<file path="config.mk">
export PLATFORM = sky130hd
export DESIGN_NAME = keypad_code_lock_flat
export DESIGN_NICKNAME = d
export VERILOG_FILES = /design/src/rtl/kcl_pkg.sv /design/src/rtl/kcl_ifs.sv /design/src/rtl/kcl_cfg_regs.sv /design/src/rtl/kcl_code_match.sv /design/src/rtl/kcl_entry.sv /design/src/rtl/keypad_code_lock.sv /design/src/flat_wrapper.sv
export SDC_FILE = /design/constraint.sdc
export NUM_CORES = 1
export LEC_CHECK = 0
export ABC_AREA = 1
export BUFFER_PORTS_ARGS = -buffer_cell sky130_fd_sc_hd__buf_2
export CAP_MARGIN = 20
export CORE_MARGIN = 8
export CORE_UTILIZATION = 60
export DETAILED_ROUTE_END_ITERATION = 8
export PLACE_DENSITY = 0.88
export SYNTH_ARGS = -nofsm -noshare
export SYNTH_HDL_FRONTEND = slang
export SYNTH_SLANG_ARGS = --single-unit
</file>
<file path="constraint.sdc">
create_clock -name clk -period 5.1 [get_ports clk]
set_input_delay 0.255 -clock clk [delete_from_list [all_inputs] [get_ports clk]]
set_output_delay 0.255 -clock clk [all_outputs]
set_load 0.1 [all_outputs]
</file>
<file path="src/rtl/kcl_pkg.sv">
// Shared types, constants and reset values for the keypad code lock.
`default_nettype none

package kcl_pkg;

    localparam int MAX_DIGITS    = 8;
    localparam int ATTEMPT_LIMIT = 4;

    localparam int NUM_CODES   = 4;
    localparam int DIGIT_W     = 4;
    localparam int KEY_W       = 4;
    localparam int CODE_W      = 28;
    localparam int LEN_W       = 3;
    localparam int CODE_DIGITS = CODE_W / DIGIT_W;
    localparam int CMP_DIGITS  = (MAX_DIGITS < CODE_DIGITS) ? MAX_DIGITS : CODE_DIGITS;
    localparam int COUNT_W     = $clog2(MAX_DIGITS + 1);
    localparam int ATT_W       = $clog2(ATTEMPT_LIMIT + 2);
    localparam int VERDICT_W   = 3;
    localparam int REG_IDX_W   = 3;
    localparam int CFG_DATA_W  = CODE_W;

    typedef logic [DIGIT_W-1:0] digit_t;
    typedef logic [KEY_W-1:0]   key_t;
    typedef logic [CODE_W-1:0]  code_t;
    typedef logic [LEN_W-1:0]   len_t;
    typedef logic [COUNT_W-1:0] count_t;
    typedef logic [ATT_W-1:0]   attempt_t;

    localparam key_t KEY_DIGIT_MAX = 4'd9;
    localparam key_t KEY_STAR      = 4'd10;
    localparam key_t KEY_HASH      = 4'd11;

    typedef enum logic {
        OP_KEY            = 1'b0,
        OP_CLEAR_ATTEMPTS = 1'b1
    } op_t;

    typedef enum logic [VERDICT_W-1:0] {
        VERDICT_NONE     = 3'd0,
        VERDICT_REGULAR  = 3'd1,
        VERDICT_CURATOR  = 3'd2,
        VERDICT_PANIC    = 3'd3,
        VERDICT_ADMIN    = 3'd4,
        VERDICT_EMPTY_OK = 3'd5
    } verdict_t;

    typedef enum logic [REG_IDX_W-1:0] {
        REG_REGULAR_CODE   = 3'd0,
        REG_REGULAR_LENGTH = 3'd1,
        REG_CURATOR_CODE   = 3'd2,
        REG_CURATOR_LENGTH = 3'd3,
        REG_PANIC_CODE     = 3'd4,
        REG_PANIC_LENGTH   = 3'd5,
        REG_ADMIN_CODE     = 3'd6,
        REG_ADMIN_LENGTH   = 3'd7
    } reg_index_t;

    // Code slots in priority order.
    localparam int SLOT_REGULAR = 0;
    localparam int SLOT_CURATOR = 1;
    localparam int SLOT_PANIC   = 2;
    localparam int SLOT_ADMIN   = 3;

    typedef struct packed {
        code_t [NUM_CODES-1:0] code;
        len_t  [NUM_CODES-1:0] len;
    } cfg_t;

    // 1111, 4202, 1234, 6969 (first digit in the lowest nibble)
    localparam code_t [NUM_CODES-1:0] CODE_RESET = {
        28'h0001111, 28'h0002024, 28'h0004321, 28'h0009696
    };
    localparam len_t LEN_RESET = 3'd4;

    typedef struct packed {
        logic fire;
        op_t  operation;
        key_t key_code;
    } step_t;

    typedef struct packed {
        count_t   entry_count;
        attempt_t attempt_count;
    } status_t;

endpackage

`default_nettype wire

</file>
<file path="src/rtl/kcl_ifs.sv">
// Valid/ready channel interfaces for key requests and verdicts.
`default_nettype none

interface kcl_key_if;
    import kcl_pkg::*;

    logic valid;
    logic ready;
    logic operation;
    logic [KEY_W-1:0] key_code;

    modport source (output valid, output operation, output key_code, input ready);
    modport sink   (input valid, input operation, input key_code, output ready);
endinterface

interface kcl_verdict_if;
    import kcl_pkg::*;

    logic valid;
    logic ready;
    logic [VERDICT_W-1:0] verdict;

    modport source (output valid, output verdict, input ready);
    modport sink   (input valid, input verdict, output ready);
endinterface

`default_nettype wire

</file>
<file path="src/rtl/kcl_cfg_regs.sv">
// Configuration register file: four codes and their lengths.
`default_nettype none

module kcl_cfg_regs (
    input  wire logic                           clk,
    input  wire logic                           rst_n,
    input  wire logic                           cfg_write,
    input  wire logic [kcl_pkg::REG_IDX_W-1:0]  cfg_index,
    input  wire logic [kcl_pkg::CFG_DATA_W-1:0] cfg_data,
    output kcl_pkg::cfg_t                       cfg
);
    import kcl_pkg::*;

    cfg_t cfg_reg;
    cfg_t cfg_next;

    always_comb
    begin
        cfg_next = cfg_reg;
        if (cfg_write)
        begin
            case (reg_index_t'(cfg_index))
                REG_REGULAR_CODE:   cfg_next.code[SLOT_REGULAR] = cfg_data[CODE_W-1:0];
                REG_REGULAR_LENGTH: cfg_next.len[SLOT_REGULAR]  = cfg_data[LEN_W-1:0];
                REG_CURATOR_CODE:   cfg_next.code[SLOT_CURATOR] = cfg_data[CODE_W-1:0];
                REG_CURATOR_LENGTH: cfg_next.len[SLOT_CURATOR]  = cfg_data[LEN_W-1:0];
                REG_PANIC_CODE:     cfg_next.code[SLOT_PANIC]   = cfg_data[CODE_W-1:0];
                REG_PANIC_LENGTH:   cfg_next.len[SLOT_PANIC]    = cfg_data[LEN_W-1:0];
                REG_ADMIN_CODE:     cfg_next.code[SLOT_ADMIN]   = cfg_data[CODE_W-1:0];
                REG_ADMIN_LENGTH:   cfg_next.len[SLOT_ADMIN]    = cfg_data[LEN_W-1:0];
                default:            cfg_next = cfg_reg;
            endcase
        end
    end

    always_ff @(posedge clk or negedge rst_n)
    begin
        if (!rst_n)
        begin
            cfg_reg.code <= CODE_RESET;
            cfg_reg.len  <= {NUM_CODES{LEN_RESET}};
        end
        else
        begin
            cfg_reg <= cfg_next;
        end
    end

    assign cfg = cfg_reg;

endmodule

`default_nettype wire

</file>
<file path="src/rtl/kcl_code_match.sv">
// Compares the entered digit string against one length-tagged code.
`default_nettype none

module kcl_code_match (
    input  wire kcl_pkg::code_t                       code,
    input  wire kcl_pkg::len_t                        len,
    input  wire kcl_pkg::digit_t [kcl_pkg::MAX_DIGITS-1:0] digits,
    input  wire kcl_pkg::count_t                      count,
    output logic                                      match
);
    import kcl_pkg::*;

    always_comb
    begin
        match = (COUNT_W'(len) == count);
        for (int i = 0; i < CMP_DIGITS; i++)
        begin
            if ((LEN_W'(i) < len) && (digits[i] != code[i*DIGIT_W +: DIGIT_W]))
                match = 1'b0;
        end
    end

endmodule

`default_nettype wire

</file>
<file path="src/rtl/kcl_entry.sv">
// Entry buffer, attempt counter and verdict logic for one request.
`default_nettype none

module kcl_entry (
    input  wire logic             clk,
    input  wire logic             rst_n,
    input  wire kcl_pkg::step_t   step,
    input  wire kcl_pkg::cfg_t    cfg,
    output kcl_pkg::verdict_t     verdict,
    output kcl_pkg::status_t      status
);
    import kcl_pkg::*;

    digit_t [MAX_DIGITS-1:0] digits_reg;
    digit_t [MAX_DIGITS-1:0] digits_next;
    count_t                  count_reg;
    count_t                  count_next;
    attempt_t                attempt_reg;
    attempt_t                attempt_next;

    // Entry as seen by the key after the full-entry clear.
    digit_t [MAX_DIGITS-1:0] eff_digits;
    count_t                  eff_count;
    attempt_t                attempt_inc;
    logic [NUM_CODES-1:0]    match;
    verdict_t                hash_verdict;

    always_comb
    begin
        if (count_reg >= COUNT_W'(MAX_DIGITS))
        begin
            eff_digits = '0;
            eff_count  = '0;
        end
        else
        begin
            eff_digits = digits_reg;
            eff_count  = count_reg;
        end
    end

    for (genvar g = 0; g < NUM_CODES; g++)
    begin : g_match
        kcl_code_match u_match (
            .code   (cfg.code[g]),
            .len    (cfg.len[g]),
            .digits (eff_digits),
            .count  (eff_count),
            .match  (match[g])
        );
    end

    assign attempt_inc = (attempt_reg < ATT_W'(ATTEMPT_LIMIT + 1)) ?
                         attempt_reg + 1'b1 : attempt_reg;

    always_comb
    begin
        if (match[SLOT_REGULAR])
            hash_verdict = VERDICT_REGULAR;
        else if (match[SLOT_CURATOR])
            hash_verdict = VERDICT_CURATOR;
        else if (match[SLOT_PANIC])
            hash_verdict = VERDICT_PANIC;
        else if (match[SLOT_ADMIN])
            hash_verdict = VERDICT_ADMIN;
        else if (eff_count == '0)
            hash_verdict = VERDICT_EMPTY_OK;
        else
            hash_verdict = VERDICT_NONE;
        // locked out once the counter passes the limit
        if (attempt_inc > ATT_W'(ATTEMPT_LIMIT))
            hash_verdict = VERDICT_NONE;
    end

    always_comb
    begin
        digits_next  = digits_reg;
        count_next   = count_reg;
        attempt_next = attempt_reg;
        verdict      = VERDICT_NONE;
        case (step.operation)
            OP_CLEAR_ATTEMPTS:
            begin
                attempt_next = '0;
            end
            OP_KEY:
            begin
                digits_next = eff_digits;
                count_next  = eff_count;
                if (step.key_code == KEY_STAR)
                begin
                    digits_next = '0;
                    count_next  = '0;
                end
                else if (step.key_code == KEY_HASH)
                begin
                    verdict      = hash_verdict;
                    attempt_next = attempt_inc;
                    digits_next  = '0;
                    count_next   = '0;
                end
                else if (step.key_code <= KEY_DIGIT_MAX &&
                         eff_count < COUNT_W'(MAX_DIGITS))
                begin
                    for (int i = 0; i < MAX_DIGITS; i++)
                    begin
                        if (COUNT_W'(i) == eff_count)
                            digits_next[i] = step.key_code;
                    end
                    count_next = eff_count + 1'b1;
                end
            end
            default:
            begin
                attempt_next = attempt_reg;
            end
        endcase
    end

    always_ff @(posedge clk or negedge rst_n)
    begin
        if (!rst_n)
        begin
            digits_reg  <= '0;
            count_reg   <= '0;
            attempt_reg <= '0;
        end
        else if (step.fire)
        begin
            digits_reg  <= digits_next;
            count_reg   <= count_next;
            attempt_reg <= attempt_next;
        end
    end

    assign status.entry_count   = count_reg;
    assign status.attempt_count = attempt_reg;

endmodule

`default_nettype wire

</file>
<file path="src/rtl/keypad_code_lock.sv">
// Keypad code lock: input register, entry/verdict logic and result register.
//
// Usage:
//   keys     - request channel (valid/ready). Each request is either a key
//              event (operation 0, key_code 0..9 digit, 10 star, 11 hash)
//              or a command that clears the attempt counter (operation 1).
//   verdicts - result channel (valid/ready). Exactly one verdict per request,
//              in request order: 0 none, 1 regular, 2 curator, 3 panic,
//              4 admin, 5 empty ok. Only hash produces a nonzero verdict.
//   cfg_*    - write-only port for the four codes and their lengths; write
//              only while no request is in flight.
// A request accepted on keys sits in the input register, where the entry
// state is read and updated, and the verdict then waits in the result
// register. Throughput is one request per cycle while verdicts does not
// stall; the entry state is updated as the request leaves the input register,
// so back-to-back keys see each other's effect.
// When verdicts stalls, the result register holds and the input register
// still takes one more request; keys.ready drops only when both are full.
// Reset clears the entry, the attempt counter and both pipeline stages, and
// loads the default codes 6969, 1234, 4202 and 1111.
`default_nettype none

module keypad_code_lock (
    input  wire logic                           clk,
    input  wire logic                           rst_n,
    kcl_key_if.sink                             keys,
    kcl_verdict_if.source                       verdicts,
    input  wire logic                           cfg_write,
    input  wire logic [kcl_pkg::REG_IDX_W-1:0]  cfg_index,
    input  wire logic [kcl_pkg::CFG_DATA_W-1:0] cfg_data
);
    import kcl_pkg::*;

    cfg_t     cfg;
    step_t    step;
    verdict_t verdict;
    status_t  status;

    logic     in_valid_reg;
    logic     in_valid_next;
    op_t      in_op_reg;
    key_t     in_key_reg;
    logic     res_valid_reg;
    logic     res_valid_next;
    verdict_t res_verdict_reg;

    logic     accept;
    logic     advance;

    kcl_cfg_regs u_cfg (
        .clk       (clk),
        .rst_n     (rst_n),
        .cfg_write (cfg_write),
        .cfg_index (cfg_index),
        .cfg_data  (cfg_data),
        .cfg       (cfg)
    );

    assign advance    = in_valid_reg && (!res_valid_reg || verdicts.ready);
    assign keys.ready = !in_valid_reg || advance;
    assign accept     = keys.valid && keys.ready;

    assign step.fire      = advance;
    assign step.operation = in_op_reg;
    assign step.key_code  = in_key_reg;

    kcl_entry u_entry (
        .clk     (clk),
        .rst_n   (rst_n),
        .step    (step),
        .cfg     (cfg),
        .verdict (verdict),
        .status  (status)
    );

    always_comb
    begin
        in_valid_next = in_valid_reg;
        if (accept)
            in_valid_next = 1'b1;
        else if (advance)
            in_valid_next = 1'b0;

        res_valid_next = res_valid_reg;
        if (advance)
            res_valid_next = 1'b1;
        else if (verdicts.ready)
            res_valid_next = 1'b0;
    end

    always_ff @(posedge clk or negedge rst_n)
    begin
        if (!rst_n)
        begin
            in_valid_reg  <= 1'b0;
            res_valid_reg <= 1'b0;
        end
        else
        begin
            in_valid_reg  <= in_valid_next;
            res_valid_reg <= res_valid_next;
        end
    end

    always_ff @(posedge clk)
    begin
        if (accept)
        begin
            in_op_reg  <= op_t'(keys.operation);
            in_key_reg <= keys.key_code;
        end
        if (advance)
            res_verdict_reg <= verdict;
    end

    assign verdicts.valid   = res_valid_reg;
    assign verdicts.verdict = res_verdict_reg;

    // Counters never run past their limits.
    a_attempt_sat: assert property (@(posedge clk) disable iff (!rst_n)
        status.attempt_count <= ATT_W'(ATTEMPT_LIMIT + 1))
        else $error("attempt counter past saturation");

    a_count_max: assert property (@(posedge clk) disable iff (!rst_n)
        status.entry_count <= COUNT_W'(MAX_DIGITS))
        else $error("entry count past capacity");

    // Only a hash key can produce a nonzero verdict.
    a_non_hash_none: assert property (@(posedge clk) disable iff (!rst_n)
        advance && (in_op_reg != OP_KEY || in_key_reg != KEY_HASH)
        |=> res_verdict_reg == VERDICT_NONE)
        else $error("verdict from a request that is not hash");

    // Once locked out, a hash stays a none verdict.
    a_lockout: assert property (@(posedge clk) disable iff (!rst_n)
        advance && in_op_reg == OP_KEY && in_key_reg == KEY_HASH &&
        status.attempt_count >= ATT_W'(ATTEMPT_LIMIT)
        |=> res_verdict_reg == VERDICT_NONE)
        else $error("verdict given past the attempt limit");

    // A request moved to the result stage is always presented.
    a_advance_valid: assert property (@(posedge clk) disable iff (!rst_n)
        advance |=> verdicts.valid)
        else $error("result lost after advance");

endmodule

`default_nettype wire

</file>
<file path="src/flat_wrapper.sv">
// flat-port wrapper written by rule: the top's interface ports become plain ports
module keypad_code_lock_flat import kcl_pkg::*;
  (clk, rst_n, cfg_write, cfg_index, cfg_data, keys_valid, keys_operation, keys_key_code, keys_ready, verdicts_valid, verdicts_verdict, verdicts_ready);
  kcl_key_if keys_i ();
  kcl_verdict_if verdicts_i ();
  input  wire logic clk;
  input  wire logic rst_n;
  input  wire logic cfg_write;
  input  wire logic [kcl_pkg::REG_IDX_W-1:0] cfg_index;
  input  wire logic [kcl_pkg::CFG_DATA_W-1:0] cfg_data;
  input wire logic [$bits(keys_i.valid)-1:0] keys_valid;
  input wire logic [$bits(keys_i.operation)-1:0] keys_operation;
  input wire logic [$bits(keys_i.key_code)-1:0] keys_key_code;
  output wire logic [$bits(keys_i.ready)-1:0] keys_ready;
  output wire logic [$bits(verdicts_i.valid)-1:0] verdicts_valid;
  output wire logic [$bits(verdicts_i.verdict)-1:0] verdicts_verdict;
  input wire logic [$bits(verdicts_i.ready)-1:0] verdicts_ready;
  assign keys_i.valid = keys_valid;
  assign keys_i.operation = keys_operation;
  assign keys_i.key_code = keys_key_code;
  assign keys_ready = keys_i.ready;
  assign verdicts_valid = verdicts_i.valid;
  assign verdicts_verdict = verdicts_i.verdict;
  assign verdicts_i.ready = verdicts_ready;
  keypad_code_lock u_core (.clk(clk), .rst_n(rst_n), .keys(keys_i), .verdicts(verdicts_i), .cfg_write(cfg_write), .cfg_index(cfg_index), .cfg_data(cfg_data));
endmodule
</file>
==> results of run 1 <==
[synth_stat cells (4+ instances only)]
master and count:
sky130_fd_sc_hd__nand2_1 356, sky130_fd_sc_hd__o21ai_0 151, sky130_fd_sc_hd__dfrtp_1 137, sky130_fd_sc_hd__inv_1 120, sky130_fd_sc_hd__nor2_1 66, sky130_fd_sc_hd__xor2_1 57, sky130_fd_sc_hd__nand3_1 29, sky130_fd_sc_hd__clkbuf_1 27
sky130_fd_sc_hd__dfstp_2 24, sky130_fd_sc_hd__xnor2_1 24, sky130_fd_sc_hd__nand2_2 16, sky130_fd_sc_hd__a32o_1 14, sky130_fd_sc_hd__nand4_1 11, sky130_fd_sc_hd__a21oi_1 9, sky130_fd_sc_hd__edfxtp_1 8, sky130_fd_sc_hd__nand2_4 6
sky130_fd_sc_hd__o22ai_1 6, sky130_fd_sc_hd__ha_1 5, sky130_fd_sc_hd__buf_6 4, sky130_fd_sc_hd__nor3_1 4
[final cells by class]
cell class,count,share of cell area (%)
repair buffers,54,3.31
well taps,184,2.34
multi-input cells,781,40.1
clock buffers,19,4.72
flip-flops and latches,169,43.7
inverters,123,4.74
clock inverters,13,1.11
[metal layers]
metal	GRT usage [%]	up-vias	part of all wire (%)
li1	-	3608	-
met1	31.1	3492	44
met2	36.7	287	45
met3	6.31	52	7.6
met4	10.5	0	3.1
met5	0	-	0
[layout by cell type (no fill, tap or decap), types with 2 or more instances in the layout]
| master | n |
|---|---|
| sky130_fd_sc_hd__xor2_1 | 57 |
| sky130_fd_sc_hd__inv_1 | 120 |
| sky130_fd_sc_hd__inv_6 | 5 |
| sky130_fd_sc_hd__clkinvlp_4 | 2 |
| sky130_fd_sc_hd__nand2_4 | 6 |
| sky130_fd_sc_hd__clkbuf_16 | 18 |
| sky130_fd_sc_hd__nand3b_1 | 3 |
| sky130_fd_sc_hd__buf_4 | 6 |
| sky130_fd_sc_hd__a21oi_1 | 9 |
| sky130_fd_sc_hd__a211oi_1 | 3 |
| sky130_fd_sc_hd__o21ai_0 | 151 |
| sky130_fd_sc_hd__o22ai_1 | 6 |
| sky130_fd_sc_hd__edfxtp_1 | 8 |
| sky130_fd_sc_hd__o211ai_1 | 2 |
| sky130_fd_sc_hd__clkinv_4 | 3 |
| sky130_fd_sc_hd__nand4_1 | 11 |
| sky130_fd_sc_hd__inv_8 | 2 |
| sky130_fd_sc_hd__clkinv_2 | 2 |
| sky130_fd_sc_hd__or2_2 | 2 |
| sky130_fd_sc_hd__dfstp_2 | 24 |
| sky130_fd_sc_hd__a32o_1 | 14 |
| sky130_fd_sc_hd__nand2_1 | 356 |
| sky130_fd_sc_hd__nor3_1 | 4 |
| sky130_fd_sc_hd__a22oi_1 | 3 |
| sky130_fd_sc_hd__nand3_1 | 29 |
| sky130_fd_sc_hd__nor3_2 | 2 |
| sky130_fd_sc_hd__nand2_2 | 16 |
| sky130_fd_sc_hd__dfrtp_1 | 137 |
| sky130_fd_sc_hd__buf_2 | 44 |
| sky130_fd_sc_hd__nor2_1 | 66 |
| sky130_fd_sc_hd__ha_1 | 5 |
| sky130_fd_sc_hd__xnor2_1 | 24 |
| sky130_fd_sc_hd__a21oi_2 | 2 |
| sky130_fd_sc_hd__buf_6 | 2 |
[path summary, 6_finish.rpt]
path | depth (start not counted) | slack (ns) | from | to
min reg2reg | 2 | 0.50 | u_core.u_cfg.cfg[70] | u_core.u_cfg.cfg[70]
max | 11 | 2.33 | u_core.verdicts.valid | u_core.u_entry.digits_reg[26]
max reg2reg | 11 | 2.33 | u_core.verdicts.valid | u_core.u_entry.digits_reg[26]
max in group asynchronous | 4 | 3.55 | rst_n | u_core.u_entry.attempt_reg[0]
min | 1 | 0.02 | keys_key_code[2] | u_core.in_key_reg[2]
min in group asynchronous | 2 | 0.23 | rst_n | u_core.u_cfg.cfg[30]
[what timing repair did]
action	in CTS	in global routing
hold buffers	0	1
buffers inserted	0	0
endpoints found under the hold margin	0	21
setup endpoints to repair	0	0
[per-stage QoR]
step	instance area [um^2]	setup slack, ns	total power [mW]
finish	9840	2.33	4.95
global route	9840	2.14	5.26
CTS	9790	2.07	4.93
detailed placement	9220	2.16	3.65
global placement	9220	2.27	3.59
floorplan	8900	2.50	3.22
[critical path, delay by kind of cell (launching register included)]
family                 cells  cell delay [ns]
AOI/OAI and AO/OA          4             0.96
DFF                        1             0.39
and+or+nand+nor            3             0.38
buffers and inverters      4             0.94
[logic make-up (layout without fill, tap and decap cells)]
group	after synthesis	in the layout	share of synthesized area (%)
AO/OA/AOI/OAI	195	195	12.3
adder cells (fa/ha/maj)	5	5	0.703
XOR/XNOR	81	81	7.97
flip-flops	169	169	48.3
buffers and inverters	159	209	7.39
AND/OR/NAND/NOR	500	500	23.4
[report_power, final]
group	internal (mW)	total (mW)	switching, mW
Sequential	1.68	1.95	0.271
Clock	0.678	1.26	0.584
Combinational	0.649	1.73	1.09
Total	3.01	4.95	1.94
==> metrics list, run 1 <==
- Slew Limit Fails: 0
- For this run, the top clock speed supported by timing is about 360 MHz.
* Relative slew margins: roughly 39%
- Post-Route Setup TNS: 0 ns
- In this run the horizontal extent of the chip is around 140 um.
* Initial cell density of the core: 61.3%
- P&R area growth vs syn: 10.5%
- Of the post-synthesis cell area, the dominant cell type holds about two fifths.
* Mean instance size in the synthesized netlist: 8.03 um^2
* Clock Latency Late Sink: 0.44 ns
- The worst setup path is of the flip-flop to flip-flop kind.
* Worst-case clock buffer depth: 2
* Synthesized instance count: 1,109
* Kind of end point of the critical path: flip-flop
* Total number of clock tree sinks: 169
- Among all flip-flop cells after synthesis, the most frequent one is sky130_fd_sc_hd__dfrtp_1.
- Time the final worst path needs with I/O delays and setup: 2.77 ns
- Critical Path RT: between 5 and 6 ns
- Count of antenna-violating nets left after detailed routing: 0
- After detailed routing, the number of remaining DRC violations is 0.
* Fraction of final layout cells with drive strength greater than 1: 12.3%
* Die outline height: around 140 um
* List of cells traversed by the critical path: nand2_1 -> nand2_1 -> nor2_1 -> buf_4 -> inv_1 -> a21oi_2 -> buf_6 -> inv_1 -> a21oi_1 -> o21ai_0 -> o21ai_0
- Counting the buffers created by CTS gives 17.
- The biggest area contributor in the post-synthesis netlist is sky130_fd_sc_hd__dfrtp_1.
* Post-synthesis cell type count: between 40 and 50
- After synthesis the cells add up to 0.00890 mm^2.
- Number of flops mapped to enable cells by yosys: 8
* Largest fanout of any net on the critical path: 23
- Setup violations remaining at the end of the flow were counted as 0.
- Vias/cell: roughly 5.5
- The run finished with clean final reports.
- For the pin with the worst max-slew slack, the measured transition is 0.916 ns.
* Largest register FFs: 124
- Sorting the synthesized cells by area gives the leading types as sky130_fd_sc_hd__dfrtp_1 (38%), sky130_fd_sc_hd__nand2_1 (15%), sky130_fd_sc_hd__o21ai_0 (8.5%), sky130_fd_sc_hd__dfstp_2 (7.1%), sky130_fd_sc_hd__xor2_1 (5.6%).
* RSZ-0062 raised after global routing: no
- The die covers 0.0190 mm^2.
- Startpoint types: flip-flop
- For this block, the via count after detailed routing is ~7,400.
* Largest net degree at the start of global routing: roughly 120
- STA puts the critical path data arrival time at 3.14 ns.
* I/O pin count: between 40 and 50
* Delay contributed by the slowest stage of the critical path: roughly 0.67 ns
- The largest individual stage delay along the critical path comes from the cell sky130_fd_sc_hd__a21oi_2.
- Number of design-rule violations left by the first detailed-router iteration: 782
- After floorplanning, the core was divided into 44 placement rows.
- Post-layout net count: 1,192
- Total power density per cell area: roughly 500 mW/mm^2
- Register bit total from synthesis: between 150 and 200
- For this run the aggregate overflow at the end of global routing stands at 0.
- The H-tree was split into 4 levels.
- For the final database, setup skew stands at 0.00924 ns.
- Across the run, the number of max-cap violations was 0.
- Final hold violations: 0
- Of all flip-flops after synthesis, the portion carrying an async set or reset was 95.3%.
- Core outline area: between 0.01 and 0.015 mm^2
- For this run, the share of the core covered by cells in the final layout is 67.7%.
* Dpl cells: 1,308
- Number of antenna repair diodes: 0
- The min-delay analysis places its worst path in the category input pin to flip-flop.
- FILL cells: 1,159
* Post-DR wirelength/cell: 15.9 um
- Buffers on Ports: 45
* Pleak: roughly 4.9 nW
* Clock-pin slew on the worst setup and hold paths: 0.07 ns
- The number of antenna violations at the first check in global routing is 0.
- Final period util: 54.4%
- CTS placed an instance of sky130_fd_sc_hd__clkbuf_16 at the clock tree root.
- Clock tree from TritonCTS: built
* Yosys warnings: 0
* Vias in the first global route: 7,232
- Of the synthesized area, sequential elements account for 48.3%.
- The congestion estimate from routability-driven global placement came to 0.979.
- The first detailed-routing pass took 5 iterations.
- Total routing usage reported by global routing: 23.8%
- Max rail drop VDD: 301 uV
* Wire length reported by the detailed router: 21,300 um
- Syn nets: ~1,200
- The first global-routing pass estimated ~35,000 um of wire.
* CTS-repair resized insts: 0
- The wire-length estimate of the detail-placed layout is between 10,000 and 15,000 um.
- Post-route worst hold slack: roughly 0.017 ns
- The sequential cells in the finished layout cover a total of 0.00430 mm^2.
- Multi-input gate area in the final layout: approximately 0.004 mm^2
* Non-filler instance count after layout: 1,343
Power figures use the tool's default switching activity.
==> run 2, diff against run 1 <==
- clock period: 5.1 -> 2.6 ns (I/O delays scaled with it)
==> metrics list, run 2 (synthesis results as in run 1) <==
- Result of the run: finished with violations (was finished clean)
* Violated checks: hold timing
- The buffer type at the clock tree root is sky130_fd_sc_hd__clkbuf_16 (unchanged).
* Most repeated library cell on the critical path: sky130_fd_sc_hd__nand2_1
- Relative slew margins: 56.4% (was 38.8%)
- The all-layer global routing usage came to 25.2% (was 23.8%).
- Setup CP Type: flip-flop to flip-flop (unchanged)
- Worst hold path class: input pin to flip-flop (unchanged)
* Fraction of final layout cells with drive strength greater than 1: 12.5% (was 12.3%)
- The net switching power is 3.76 mW (was 1.94 mW).
- The count of final max-slew check failures was 0 (unchanged).
* Delay contributed by the slowest stage of the critical path: 0.45 ns (was 0.67 ns)
* Number of design-rule violations left by the first detailed-router iteration: 742 (was 782)
- Most frequent standard cell in the layout excluding fill and tap cells: sky130_fd_sc_hd__nand2_1 (unchanged)
- The slew at the pin closest to its max-slew limit came to 0.654 ns (was 0.916 ns).
- Max layer used: met4 (unchanged)
- P&R area growth vs syn: 13.9% (was 10.5%)
- Clock H-tree levels: 4 (unchanged)
- The data arrival time at the worst-slack endpoint was 2.59 ns (was 3.14 ns).
* Largest fanout of any net on the critical path: 41 (was 23)
- Number of rows created at floorplan: 44 (unchanged)
- The number of global-route vias before repair came to 7,565 (was 7,232).
* Antenna violations before repair: 0 (unchanged)
* Met3 layer wire length in the routed design: 1960 um (was 1620 um)
- Commonest cells after routing, fill and taps aside: sky130_fd_sc_hd__nand2_1 (356), sky130_fd_sc_hd__o21ai_0 (151), sky130_fd_sc_hd__dfrtp_1 (137), sky130_fd_sc_hd__inv_1 (120), sky130_fd_sc_hd__nor2_1 (66) (unchanged).
- Number of antenna repair diodes: 0 (unchanged)
* Detailed placer's ending HPWL: 15,400 um (was 14,800 um)
- The final global-route overflow total is 0 (unchanged).
- The detail-routed via count per cell came to 5.56 (was 5.54).
* Final period util: 92.6% (was 54.4%)
- The total via count in the routed design came to 7,610 (was 7,439).
- The maximum buffer depth of the clock tree came to 2 (unchanged).
* Part of the power in the clock network: 28.1% (was 25.5%)
- The post-layout net count is 1,217 (was 1,192).
- The critical path's slowest cell is sky130_fd_sc_hd__dfrtp_1 (was sky130_fd_sc_hd__a21oi_2).
- Critical Path RT: 2.78 ns (was 5.46 ns)
* RSZ-0062 raised after global routing: no (unchanged)
- Final core area utilization: 69.8% (was 67.7%)
* Start of the worst register-to-register path: u_core.u_entry.count_reg[3] (was u_core.verdicts.valid)
* Number of buffers inserted during clock tree synthesis: 17 (unchanged)
- The share of total power consumed by net switching came to 37.0% (was 39.2%).
* Startpoint types: flip-flop (unchanged)
* FILL cells: 1,114 (was 1,159)
- The maximum number of pins on one net before global-route repair is 73 (was 115).
- Total die area: 0.0190 mm^2 (unchanged)
- Kind of end point of the critical path: flip-flop (unchanged)
* Worst clock skew on the final layout: 0.00701 ns (was 0.00924 ns)
* List of cells traversed by the critical path: inv_8 -> nand2_1 -> inv_1 -> nand2_1 -> nand2_1 -> nand2_1 -> nor2_1 -> inv_1 -> a21oi_1 -> nand2_1 -> nand2_1 -> nand2_1 -> nand2_1 -> nand2_1 -> nand2_1 -> a21oi_2 (was nand2_1 -> nand2_1 -> nor2_1 -> buf_4 -> inv_1 -> a21oi_2 -> buf_6 -> inv_1 -> a21oi_1 -> o21ai_0 -> o21ai_0)
- The total DRC errors in the routed layout is 0 (unchanged).
- The worst-case hold slack came to -0.00488 ns (was 0.0175 ns).
* Core outline area: 0.0145 mm^2 (unchanged)
- The power share of the sequential group is 37.9% (was 39.5%).
- The leakage power is 5.05 nW (was 4.91 nW).
- Setup fix buffers added after clock tree synthesis: 0 (unchanged)
- The highest clock frequency the design can meet came to 415 MHz (was 360 MHz).
* Dpl cells: 1,319 (was 1,308)
- The cell area after placement was 0.00930 mm^2 (was 0.00922 mm^2).
- The top-level I/O count was 46 (unchanged).
* Max-cap violation count: 0 (unchanged)
- Portion of total power attributed to combinational logic: 34.0% (was 35.0%)
* Non-filler instance count after layout: 1,368 (was 1,343)
* Final hold violations: 1 (was 0)
- The time the final worst path needs with I/O delays and setup came to 2.41 ns (was 2.77 ns).
- Post-Route Setup TNS: 0 ns (unchanged)
- The final non-filler cell area is 0.0101 mm^2 (was 0.00984 mm^2).
- Buf/Inv on CP: 3 (was 4)
* Die X-Extent: 138 um (unchanged)
- Count of antenna-violating nets left after detailed routing: 0 (unchanged)
- The number of flip-flops under the largest register name was 124 (unchanged).
- The clock sink total came to 169 (unchanged).
- Post-DR wirelength/cell: 16.3 um (was 15.9 um)
* Die outline height: 138 um (unchanged)
- Worst Hold Launch: cfg_data[15] (was keys_key_code[2])
- The TritonCTS clock tree is built (unchanged).
* Total power density per cell area: 1000 mW/mm^2 (was 503 mW/mm^2)
- The final count of negative-setup-slack endpoints came to 0 (unchanged).
- Pre-antenna DRT Iters: 5 (unchanged)
- The clock latency reported for the late side of the worst-skew pair is 0.43 ns (was 0.44 ns).
- The worst ir drop on vdd came to 578 uV (was 301 uV).
- The family with the most delay on the worst path was simple AND/OR/NAND/NOR gates (was compound AO/OA/AOI/OAI gates).
* Total met2 wirelength after detailed routing: 10,500 um (was 9660 um)
* Internal power component: 6.39 mW (was 3.01 mW)
* Final estimated routing congestion in global placement: 1.03 (was 0.979)
* Source of the critical timing path: u_core.u_entry.count_reg[3] (was u_core.verdicts.valid)
- The met1 routed wirelength after detailed routing came to 9100 um (was 9380 um).
- The quantity of I/O buffers inserted on ports came to 45 (unchanged).
* Clock-pin slew on the worst setup and hold paths: 0.06 ns (was 0.07 ns)
- The starting density of the core is 61.3% (unchanged).
* First-pass GRT wire length: 37,300 um (was 35,300 um)
* Wire length reported by the detailed router: 22,300 um (was 21,300 um)
[run 2: changes by cell type in the layout (fill, tap and decap cells not counted), sizes merged]
| cell | previous run | this run |
|---|---|---|
| inv | 128 | 124 |
| buf | 53 | 62 |
| clkinv | 6 | 1 |
| bufinv | 0 | 5 |
| clkbuf | 19 | 23 |
| dlygate4sd3 | 1 | 17 |
[run 2: power groups by stage]
stage / clock (mW) / combinational (mW) / sequential (mW)
finish: 2.85 / 3.45 / 3.85
floorplan: 0 / 2.54 / 3.77
CTS: 2.85 / 3.42 / 3.83
global route: 2.98 / 3.93 / 3.91
detailed placement: 0 / 3.35 / 3.86
global placement: 0 / 3.24 / 3.85
[run 2: metrics by stage]
| stage | power, mW | setup slack (ns) |
|---|---|---|
| after floorplan | 6.31 | 0.00401 |
| after global placement | 7.08 | 0.233 |
| after detailed placement | 7.21 | 0.189 |
| after CTS | 10.1 | 0.170 |
| after global routing | 10.8 | 0.00631 |
| final | 10.2 | 0.192 |
[run 2: repair_timing]
action / 4_1_cts / 5_1_grt
setup endpoints to repair: 0 / 1
hold buffers: 17 / 0
endpoints found under the hold margin: 82 / 0
resized for setup: 0 / 3
[run 2: layout make-up]
class / count / area (um^2) / area share [%]
clock buffer: 23 / 478 / 4.71
clock inverter: 9 / 185 / 1.83
inverter: 123 / 469 / 4.63
multi-input combinational: 781 / 3950 / 38.9
sequential: 169 / 4300 / 42.4
tap: 184 / 230 / 2.27
timing repair buffer: 79 / 529 / 5.22
[run 2: tightest hold or removal path: stages]
cell,delay [ns]
sky130_fd_sc_hd__buf_2,0.09
sky130_fd_sc_hd__inv_1,0.08
sky130_fd_sc_hd__o21ai_0,0.10
[run 2: metal layers]
layer  global-route usage (%)  up-vias
met2                     39.8      335
met1                     30.9     3563
li1                         -     3644
met3                     7.88       68
met4                     12.1        0
met5                        0        -
[run 2: worst paths after layout]
kind	end	slack [ns]	depth (start not counted)
hold reg to reg	u_core.u_entry.digits_reg[4]	0.49	2
max in group asynchronous	u_core.u_cfg.cfg[5]	1.46	3
hold / removal	u_core.u_cfg.cfg[27]	-0.005	3
min in group asynchronous	u_core.u_cfg.cfg[83]	0.28	2
setup / recovery	u_core.verdicts.verdict[0]	0.19	16
setup reg to reg	u_core.verdicts.verdict[0]	0.19	16
==> run 3, diff against run 2 <==
- PLACE_DENSITY: 0.88 -> 0.85
- SLEW_MARGIN: not set -> 10
==> metrics list, run 3 (synthesis results as in run 1) <==
- FILL cells: 1,177 (was 1,114)
* Max layer used: met4 (unchanged)
- The highest clock frequency the design can meet is 421 MHz (was 415 MHz).
* Core outline area: 0.0145 mm^2 (unchanged)
- The aggregate negative setup slack is 0 ns (unchanged).
- The number of flip-flops under the largest register name is 124 (unchanged).
- Met3 layer wire length in the routed design: 1460 um (was 1960 um)
* Number of rows created at floorplan: 44 (unchanged)
- P&R area growth vs syn: 13.0% (was 13.9%)
* Arrival @ worst endpoint: 2.55 ns (was 2.59 ns)
- Post-layout net count: 1,217 (unchanged)
- The final count of negative-setup-slack endpoints came to 0 (unchanged).
- The cell count of the worst reg-to-reg path is 16 (unchanged).
* Final estimated routing congestion in global placement: 1.00 (was 1.03)
* List of cells traversed by the critical path: bufinv_16 -> nand2_1 -> inv_1 -> nand2_1 -> nand2_1 -> nand2_1 -> nor2_1 -> nand2_1 -> nor2_1 -> nor2_1 -> nor2_1 -> nand2_1 -> nand2_1 -> nand2_1 -> nand2_1 -> a21oi_2 (was inv_8 -> nand2_1 -> inv_1 -> nand2_1 -> nand2_1 -> nand2_1 -> nor2_1 -> inv_1 -> a21oi_1 -> nand2_1 -> nand2_1 -> nand2_1 -> nand2_1 -> nand2_1 -> nand2_1 -> a21oi_2)
- Multi-input gate area in the final layout: 0.00395 mm^2 (unchanged)
* Count of antenna-violating nets left after detailed routing: 0 (unchanged)
- Worst clock skew on the final layout: 0.0102 ns (was 0.00701 ns)
- The startpoint of the lowest-slack register-to-register path is u_core.u_entry.count_reg[3] (unchanged).
* Final hold violations: 0 (was 1)
- The first-pass GRT wire length is 37,000 um (was 37,300 um).
- Pre-antenna DRT Iters: 7 (was 5)
- Total met2 wirelength after detailed routing: 10,200 um (was 10,500 um)
* Total routing usage reported by global routing: 24.9% (was 25.2%)
- The total via count in the routed design is 7,463 (was 7,610).
- The sort of element at the start of the critical path was a flip-flop (unchanged).
- The horizontal extent of the die is 138 um (unchanged).
- Buffers on Ports: 45 (unchanged)
- Kind of end point of the critical path: flip-flop (unchanged)
- Routed met1 length: 9780 um (was 9100 um)
- Critical Path RT: 2.78 ns (about the same)
- Total number of clock tree sinks: 169 (unchanged)
* Number of design-rule violations left by the first detailed-router iteration: 625 (was 742)
* Vias/cell: 5.46 (was 5.56)
- Max-cap violation count: 0 (unchanged)
- The starting density of the core came to 61.3% (unchanged).
- The total DRC errors in the routed layout is 0 (unchanged).
- The final global-route overflow total came to 0 (unchanged).
* Time the final worst path needs with I/O delays and setup: 2.37 ns (was 2.41 ns)
* Max rail drop VDD: 582 uV (was 578 uV)
- Worst Hold Path EP: u_core.u_cfg.cfg[87] (was u_core.u_cfg.cfg[27])
* Setup fix buffers added after clock tree synthesis: 0 (unchanged)
- I/O pin count: 46 (unchanged)
- The worst slew margin relative to its limit is 33.9% (was 56.4%).
- The clock latency reported for the late side of the worst-skew pair came to 0.43 ns (about the same).
* Antenna violations before repair: 0 (unchanged)
- The type of the worst setup path is flip-flop to flip-flop (unchanged).
- Post-DR wirelength/cell: 16.0 um (was 16.3 um)
- The endpoint of the worst-slack reg-to-reg timing path was u_core.verdicts.verdict[0] (unchanged).
- The most common cell after layout, fill and taps aside is sky130_fd_sc_hd__nand2_1 (unchanged).
- Wire length reported by the detailed router: 22,000 um (was 22,300 um)
- Final core area utilization: 69.2% (was 69.8%)
- Die outline height: 138 um (unchanged)
* Most repeated library cell on the critical path: sky130_fd_sc_hd__nand2_1 (unchanged)
* Total power density per cell area: 956 mW/mm^2 (was 1000 mW/mm^2)
- Worst-case clock buffer depth: 2 (unchanged)
- CTS Root Buffer Type: sky130_fd_sc_hd__clkbuf_16 (unchanged)
- Result of the run: finished clean (was finished with violations)
- Final period util: 91.3% (was 92.6%)
- Number of buffers inserted during clock tree synthesis: 17 (unchanged)
- Detailed placer's ending HPWL: 15,700 um (was 15,400 um)
* Worst Max-Slew Pin Slew: 0.990 ns (was 0.654 ns)
- Pleak: 5.01 nW (was 5.05 nW)
* Clock-pin slew on the worst setup and hold paths: 0.07 ns (was 0.06 ns)
- The area taken by flip-flops and latches was 0.00430 mm^2 (unchanged).
* Reg2reg setup slack: 0.23 ns (was 0.19 ns)
- Vias in the first global route: 7,498 (was 7,565)
- Number of antenna repair diodes: 0 (unchanged)
- The instance count along the most critical hold path is 3 (unchanged).
- Slowest stage cell on the critical path: sky130_fd_sc_hd__dfrtp_1 (unchanged)
- The count of final max-slew check failures came to 0 (unchanged).
* Commonest cells after routing, fill and taps aside: sky130_fd_sc_hd__nand2_1 (356), sky130_fd_sc_hd__o21ai_0 (151), sky130_fd_sc_hd__dfrtp_1 (137), sky130_fd_sc_hd__inv_1 (120), sky130_fd_sc_hd__nor2_1 (66) (unchanged)
- Total die area: 0.0190 mm^2 (unchanged)
- Largest net degree at the start of global routing: 73 (unchanged)
- The peak fanout along the critical path is 41 (unchanged).
- The number of levels in the clock H-tree was 4 (unchanged).
- Worst Hold Launch: cfg_data[19] (was cfg_data[15])
- The share of layout cells above drive strength 1 is 12.5% (unchanged).
- The largest stage delay on the critical path is 0.41 ns (was 0.45 ns).
* Worst hold path class: input pin to flip-flop (unchanged)
- Clock tree from TritonCTS: built (unchanged)
-- run 3: critical path: cells and delay by family (launching register included) --
kind | cells | cell delay [ns]
buffers and inverters | 2 | 0.46
AO/OA/AOI/OAI | 1 | 0.05
flip-flops | 1 | 0.41
AND/OR/NAND/NOR | 13 | 1.22
-- run 3: metrics by stage --
stage	instances	setup slack (ns)	hold slack, ns	instance area (um^2)	power, mW
floorplan	1109	0.00401	-0.166	8900	6.31
global placement	1317	0.193	0.187	9300	7.10
detailed placement	1317	0.166	0.201	9300	7.21
CTS	1368	0.151	0.00292	10000	9.61
global route	1368	-0.00226	0.00422	10100	10.3
finish	1368	0.227	0.0116	10100	9.61
-- run 3: how the worst max path moves through the flow --
stage                                startpoint                          to
finish              u_core.u_entry.count_reg[3]  u_core.verdicts.verdict[0]
global route        u_core.u_entry.count_reg[3]  u_core.verdicts.verdict[0]
CTS                 u_core.u_entry.count_reg[3]  u_core.verdicts.verdict[0]
detailed placement  u_core.u_entry.count_reg[3]  u_core.verdicts.verdict[0]
global placement    u_core.u_entry.count_reg[3]  u_core.verdicts.verdict[0]
floorplan                 u_core.verdicts.valid        u_core.in_key_reg[0]
-- run 3: report_power, final --
part	internal, mW	leakage (nW)	total, mW	switching, mW
Combinational	1.30	2.67	3.42	2.11
Clock	1.29	0.265	2.35	1.07
Sequential	3.30	2.07	3.85	0.545
-- run 3: timing repair --
| action | 4_1_cts | 5_1_grt |
|---|---|---|
| hold buffers | 19 | 0 |
| endpoints found under the hold margin | 84 | 0 |
| setup endpoints to repair | 0 | 3 |
| gates resized for setup | 0 | 5 |
-- run 3: final cells by class --
| cell class | count | share of cell area [%] |
|---|---|---|
| Sequential cell | 169 | 42.7 |
| Multi-Input combinational cell | 781 | 39.2 |
| Timing Repair Buffer | 79 | 5.43 |
| Inverter | 123 | 4.85 |
| Clock buffer | 20 | 4.54 |
| Tap cell | 184 | 2.29 |
| Clock inverter | 12 | 0.933 |
-- run 3: layer usage --
metal  vias up  track usage [%]
met1      3530             32.6
met3        40             6.13
li1       3642                -
met5         -                0
met2       251             39.4
met4         0             8.78
